**src/hw/rtl/wnps_pkg.sv**
```systemverilog
// package for the weighted nearest pose search block
// holds shared types, state encodings, widths and reset values; no dependencies
package wnps_pkg;

    localparam int POSE_DEPTH_DEF  = 256;
    localparam int TRACK_DEPTH_DEF = 8;

    localparam int DIFF_W = 33;   // signed difference of two q16.16 values
    localparam int SQ_W   = 66;   // sum of three squared differences
    localparam int ROOT_W = 36;   // partial remainder of root and divide
    localparam int RES_W  = 40;   // alu result, root or quotient
    localparam int DIST_W = 34;   // distance value used by the cost
    localparam int NUM_W  = 40;   // trajectory distance sum
    localparam int DEN_W  = 7;    // trajectory point count
    localparam int CNT_W  = 6;    // alu step counter
    localparam int COST_W = 48;
    localparam int PROD_W = 50;
    localparam int CFG_IDX_W = 8;
    localparam int CFG_DAT_W = 32;
    localparam int POSE_W = 256;  // packed pose entry
    localparam int TRK_W  = 96;   // packed trajectory entry

    localparam logic [15:0] POS_WEIGHT_RST = 16'd256;
    localparam logic [15:0] VEL_WEIGHT_RST = 16'd256;
    localparam logic [15:0] TRK_WEIGHT_RST = 16'd256;
    localparam logic [31:0] MIN_TIME_RST   = 32'd32768;
    localparam logic [COST_W-1:0] COST_MAX = {COST_W{1'b1}};

    localparam logic [CFG_IDX_W-1:0] REG_POS_WEIGHT = 8'd0;
    localparam logic [CFG_IDX_W-1:0] REG_VEL_WEIGHT = 8'd1;
    localparam logic [CFG_IDX_W-1:0] REG_TRK_WEIGHT = 8'd2;
    localparam logic [CFG_IDX_W-1:0] REG_MIN_TIME   = 8'd3;

    typedef enum logic [1:0] {
        KIND_CLEAR = 2'd0,
        KIND_POSE  = 2'd1,
        KIND_TRACK = 2'd2,
        KIND_QUERY = 2'd3
    } t_kind;

    typedef enum logic {
        OP_DIST = 1'b0,
        OP_DIV  = 1'b1
    } t_alu_op;

    typedef enum logic [1:0] {
        U_IDLE,
        U_SQ,
        U_ROOT,
        U_DIV
    } t_alu_state;

    typedef enum logic [4:0] {
        S_IDLE,
        S_START,
        S_RD,
        S_CHECK,
        S_PWAIT,
        S_PMUL,
        S_PADD,
        S_VWAIT,
        S_VMUL,
        S_VADD,
        S_TRD,
        S_TCHK,
        S_TWAIT,
        S_DIV,
        S_DWAIT,
        S_TMUL,
        S_TADD,
        S_CMP,
        S_DONE
    } t_seq_state;

    typedef struct packed {
        logic                     start;
        t_alu_op                  op;
        logic signed [DIFF_W-1:0] dx;
        logic signed [DIFF_W-1:0] dy;
        logic signed [DIFF_W-1:0] dz;
        logic [NUM_W-1:0]         num;
        logic [DEN_W-1:0]         den;
    } t_alu_req;

    typedef struct packed {
        logic             busy;
        logic             done;
        logic [RES_W-1:0] result;
    } t_alu_rsp;

endpackage

```
**src/hw/rtl/wnps_alu.sv**
```systemverilog
// shared iterative unit: distance (shift-add squares, digit root) and small divide
// depends on wnps_pkg
module wnps_alu (
    input  logic              i_clk,
    input  logic              i_rst_n,
    input  wnps_pkg::t_alu_req i_req,
    output wnps_pkg::t_alu_rsp o_rsp
);
    import wnps_pkg::*;

    t_alu_state r_state, n_state;
    logic [DIFF_W-1:0] r_mag [3];
    logic [DIFF_W-1:0] r_mp;
    logic [SQ_W-1:0]   r_mc;
    logic [SQ_W-1:0]   r_rad;
    logic [ROOT_W-1:0] r_rem;
    logic [RES_W-1:0]  r_root;
    logic [DEN_W-1:0]  r_den;
    logic [1:0]        r_comp;
    logic [CNT_W-1:0]  r_cnt;
    logic              r_done;

    logic [DIFF_W-1:0] w_mag [3];
    logic [ROOT_W-1:0] w_rem_sh, w_trial, w_drem;

    function automatic logic [DIFF_W-1:0] abs_diff(input logic signed [DIFF_W-1:0] d);
        abs_diff = d[DIFF_W-1] ? DIFF_W'(0) - d : d;
    endfunction

    always_comb begin
        w_mag[0] = abs_diff(i_req.dx);
        w_mag[1] = abs_diff(i_req.dy);
        w_mag[2] = abs_diff(i_req.dz);
        w_rem_sh = {r_rem[ROOT_W-3:0], r_rad[SQ_W-1 -: 2]};
        w_trial  = {r_root[ROOT_W-3:0], 2'b01};
        w_drem   = {r_rem[ROOT_W-2:0], r_rad[SQ_W-1]};
    end

    always_comb begin
        n_state = r_state;
        case (r_state)
            U_IDLE: begin
                if (i_req.start) begin
                    n_state = (i_req.op == OP_DIV) ? U_DIV : U_SQ;
                end
            end
            U_SQ: begin
                if (r_cnt == CNT_W'(DIFF_W - 1) && r_comp == 2'd2) begin
                    n_state = U_ROOT;
                end
            end
            U_ROOT: begin
                if (r_cnt == CNT_W'(DIFF_W - 1)) begin
                    n_state = U_IDLE;
                end
            end
            U_DIV: begin
                if (r_cnt == CNT_W'(NUM_W - 1)) begin
                    n_state = U_IDLE;
                end
            end
            default: n_state = U_IDLE;
        endcase
    end

    always_ff @(posedge i_clk) begin
        if (!i_rst_n) begin
            r_state <= U_IDLE;
            r_done  <= 1'b0;
        end else begin
            r_state <= n_state;
            r_done  <= (r_state != U_IDLE) && (n_state == U_IDLE);
        end
    end

    always_ff @(posedge i_clk) begin
        case (r_state)
            U_IDLE: begin
                // result holds until the next request
                if (i_req.start) begin
                    r_cnt  <= '0;
                    r_comp <= '0;
                    r_rem  <= '0;
                    r_root <= '0;
                    r_den  <= i_req.den;
                    r_mag  <= w_mag;
                    r_mp   <= w_mag[0];
                    r_mc   <= SQ_W'(w_mag[0]);
                    r_rad  <= (i_req.op == OP_DIV) ? {i_req.num, {(SQ_W-NUM_W){1'b0}}} : '0;
                end
            end
            U_SQ: begin
                if (r_mp[0]) begin
                    r_rad <= r_rad + r_mc;
                end
                if (r_cnt == CNT_W'(DIFF_W - 1)) begin
                    r_cnt  <= '0;
                    r_comp <= r_comp + 2'd1;
                    if (r_comp != 2'd2) begin
                        r_mp <= r_mag[r_comp + 2'd1];
                        r_mc <= SQ_W'(r_mag[r_comp + 2'd1]);
                    end
                end else begin
                    r_cnt <= r_cnt + CNT_W'(1);
                    r_mp  <= r_mp >> 1;
                    r_mc  <= r_mc << 1;
                end
            end
            U_ROOT: begin
                r_cnt <= r_cnt + CNT_W'(1);
                r_rad <= r_rad << 2;
                if (w_rem_sh >= w_trial) begin
                    r_rem  <= w_rem_sh - w_trial;
                    r_root <= {r_root[RES_W-2:0], 1'b1};
                end else begin
                    r_rem  <= w_rem_sh;
                    r_root <= {r_root[RES_W-2:0], 1'b0};
                end
            end
            U_DIV: begin
                r_cnt <= r_cnt + CNT_W'(1);
                r_rad <= r_rad << 1;
                if (w_drem >= ROOT_W'(r_den)) begin
                    r_rem  <= w_drem - ROOT_W'(r_den);
                    r_root <= {r_root[RES_W-2:0], 1'b1};
                end else begin
                    r_rem  <= w_drem;
                    r_root <= {r_root[RES_W-2:0], 1'b0};
                end
            end
            default: r_cnt <= '0;
        endcase
    end

    assign o_rsp.busy   = (r_state != U_IDLE);
    assign o_rsp.done   = r_done;
    assign o_rsp.result = r_root;
endmodule

```
**config.mk**
```make
export PLATFORM = sky130hd
export DESIGN_NAME = wnps_alu
export DESIGN_NICKNAME = d
export VERILOG_FILES = /design/src/hw/rtl/wnps_pkg.sv /design/src/hw/rtl/wnps_alu.sv
export SDC_FILE = /design/constraint.sdc
export NUM_CORES = 1
export LEC_CHECK = 0
export BUFFER_PORTS_ARGS = -buffer_cell sky130_fd_sc_hd__buf_2
export CAP_MARGIN = 20
export CORE_MARGIN = 2
export CORE_UTILIZATION = 42
export DETAILED_ROUTE_END_ITERATION = 12
export GPL_TIMING_DRIVEN = 1
export PLACE_DENSITY_LB_ADDON = 0.12
export RECOVER_POWER = 50
export SYNTH_ARGS = -nofsm -noshare
export SYNTH_HDL_FRONTEND = slang
export SYNTH_SLANG_ARGS = --single-unit
```
**constraint.sdc**
```tcl
create_clock -name i_clk -period 5 [get_ports i_clk]
set_input_delay 1 -clock i_clk [delete_from_list [all_inputs] [get_ports i_clk]]
set_output_delay 1 -clock i_clk [all_outputs]
set_load 0.05 [all_outputs]
```
==> out/qor.txt <==
status = finished, violations left
failing checks = max-capacitance violations, max-slew violations
Synth Area in XOR/XNOR = 7.84%
period utilization = 87.0%
Area contributors post-synth = edfxtp_1 (45%), ha_1 (6.0%), o21ai_0 (6.0%)
synth cell count leaders = edfxtp_1 (354), o21ai_0 (283), nand2_1 (258)
via/cell ratio = 5.72
worst r2r src = r_state[1]$_SDFF_PN0_
DRT antenna net count = 0
endpoints failing setup = 0
post-synthesis adder-cell area fraction = 6.19%
P&R area growth vs syn = 12.5%
die height = 241 um
worst rel slew slack = -59.6%
setup_tns = 0 ns
hold crit path type = reg -> reg
Critical path origin = r_state[1]$_SDFF_PN0_
GR Overflow Total = 0
largest net degree at the start of global routing = 86
Clock power frac = 19.6%
GRT Max-Usage Layer = met2
Cell Area, Placed = 25400 um^2
full die area = 58300 um^2
initial core utilization = 42.3%
Syn Inst Count = 2480
post-synthesis mux area share = 1.91%
Tightest Pin Transition = 2.39 ns
GRT Total Usage = 22.6%
met3 usage = 2.80%
largest family of logic cells by synthesized area = compound AO/OA/AOI/OAI gates
slowest CP cell = dfxtp_1
clk sink count = 357
sequential share of the synthesized area = 45.1%
Worst path max stage delay = 1.94 ns
CTS buffer count = 43
post-CTS sizing = 0
Synth Area in Compound Gates = 19.8%
maximum clock insertion buffer count = 3
FF+latch count, synth = 357
Post-Synthesis Cell Area = 23700 um^2
Syn Area/Cell = 9.55 um^2
RSZ-0062 raised after global routing = false
max-slew violation count = 169
critical path endpoint = o_rsp[41]
Hold Vio Cnt, Final = 0
pwr dens = 591 nW/um^2
post-route worst setup slack = 0.648 ns
Die X = 241 um
Arr. time, crit path = 3.35 ns
clk_lat worst skew = 0.59 ns
Seq pwr share = 32.4%
post-detail-place hpwl = 48100 um
ys async rst share = 0%
met2 Resource Use GR = 39.2%
max cap viols = 4
peak supply drop = 300 uV
drt first-iter violations = 1344
share of cells above drive strength 1 = 9.71%
GP Congestion = 0.911
area leader, netlist = edfxtp_1
Switching Power = 6.71 mW
# rows = 87
Synth Net Count = 2746
Max Fanout on Critical Path = 62
DR WL/cell = 19.5 um
# IOs = 192
CTS tree = built
worst path cell trace = nor2_1 -> inv_1 -> buf_2
Pleak = 10.2 nW
Required @ worst endpoint = 4.00 ns
Post-Synth Simple-Gate Area = 15.9%
Reg2Reg Capture Point = r_rad[30]$_DFFE_PP_
Combinational Power Share = 48.1%
pre-CTS setup slack = 0.711 ns
post-route cell area = 26700 um^2
Post-synth EDFFs = 354
top-area cell type share of the netlist area = 44.9%
R2R Setup Slk = 0.65 ns
Setup Crit Path Kind = reg -> out
Residual DRC = 0
nets = 2880
Synth Flop Type = edfxtp_1
first-pass GRT wire length = 104000 um
clock skew = 0.0135 ns
top-count cell post-synth = edfxtp_1
Startpoint Class = flip-flop
FMAX = 230 MHz
routing usage on met1 = 29.3%
CTS H-Tree Depth = 2
Int Power = 9.05 mW
vias in the first global route = 19100
core area = 56100 um^2
Period minus WS final = 4.35 ns
1st-pass router iterations = 5
Synthesis Warnings = 0
PortBufs = 191
Clock Tree Root = clkbuf_16
initial antenna violation count = 4
Netlist cell types = 77
total number of vias = 19500
sw frac = 42.6%
crit end category = output pin
Post-CTS Hold Buffers = 0
clock-pin transition on the worst setup and hold timing paths = 0.06 ns
cells on worst reg2reg path = 3
Post-CTS Setup Bufs = 0
WL final = 66500 um
-- cell usage in the layout, fill, tap and decap left out, drive strengths merged, types with 20 or more instances in the layout --
| cell type | count |
|---|---|
| a21o | 65 |
| a21oi | 187 |
| a221oi | 27 |
| a22oi | 20 |
| and2 | 46 |
| and3 | 41 |
| buf | 164 |
| clkbuf | 102 |
| clkinv | 26 |
| edfxtp | 354 |
| ha | 114 |
| inv | 77 |
| mux2i | 44 |
| nand2 | 258 |
| nand2b | 28 |
| nand3 | 40 |
| nand4 | 20 |
| nor2 | 196 |
| nor3 | 32 |
| nor4 | 21 |
| o21ai | 290 |
| o31ai | 20 |
| or3 | 24 |
| xnor2 | 148 |
| xor2 | 64 |
-- worst max-delay path, delay by kind of cell (launching register included) --
family        cells  cell delay, ns
buf+inv           2            0.56
simple gates      1            0.25
flops             1            1.94
-- cell type report --
class	count	area, um^2
Inverter	76	285
Antenna cell	4	10.0
Fill cell	5323	29400
Timing Repair Buffer	217	1090
Sequential cell	357	10700
Clock inverter	30	270
Tap cell	756	946
Multi-Input combinational cell	1919	12300
Clock buffer	49	1100
-- cells by family (layout without fill, tap and decap cells) --
kind of cell | Yosys count | count (layout)
other | 0 | 4
adders and majority gates | 116 | 116
and+or+nand+nor | 779 | 779
buffers and inverters | 204 | 372
DFF | 357 | 357
xor gates and xnor gates | 212 | 212
muxes | 45 | 45
AOI/OAI and AO/OA | 767 | 767
-- worst min path at each step --
stage,depth (start not counted),slack [ns],to,from
2_1_floorplan,1,0.49,r_mp[1]$_DFFE_PP_,r_mp[2]$_DFFE_PP_
3_3_place_gp,1,0.50,r_mp[1]$_DFFE_PP_,r_mp[2]$_DFFE_PP_
3_5_place_dp,1,0.51,r_mp[0]$_DFFE_PP_,r_mp[1]$_DFFE_PP_
4_1_cts,1,0.52,r_mp[4]$_DFFE_PP_,r_mp[5]$_DFFE_PP_
5_1_grt,1,0.53,r_mp[4]$_DFFE_PP_,r_mp[5]$_DFFE_PP_
6_report,1,0.53,r_mp[0]$_DFFE_PP_,r_mp[1]$_DFFE_PP_
-- layer usage --
layer	vias to the layer above	wire length, um	share of wire, %
met5	-	13	0.020
met4	2	1700	2.5
met3	95	3000	4.5
met2	468	32500	49
met1	9428	29300	44
li1	9495	-	-
-- sequential cells by signal (all words and copies together) (netlist names), 6 cells and up --
name	cells
r_mag	99
r_mc	66
r_rad	66
r_root	40
r_rem	35
r_mp	33
r_den	7
r_cnt	6
-- metrics by stage --
stage                     power, mW  cells  util (%)  hold WS, ns
after floorplan                10.7   2480         -        0.495
after global placement         12.6   3324      45.2        0.504
after detailed placement       12.7   3324      45.2        0.512
after CTS                      15.8   3403      47.7        0.515
after global routing           16.9   3405      47.5        0.534
final                          15.8   3408      47.5        0.527
-- power by group through the flow --
stage          sequential [mW]  combinational (mW)  clock (mW)
2_1_floorplan             5.15                5.57           0
6_report                  5.10                7.57        3.08
3_3_place_gp              5.13                7.49           0
3_5_place_dp              5.15                7.53           0
5_1_grt                   5.20                8.45        3.27
4_1_cts                   5.10                7.58        3.16
(Power assumes the default switching activity.)
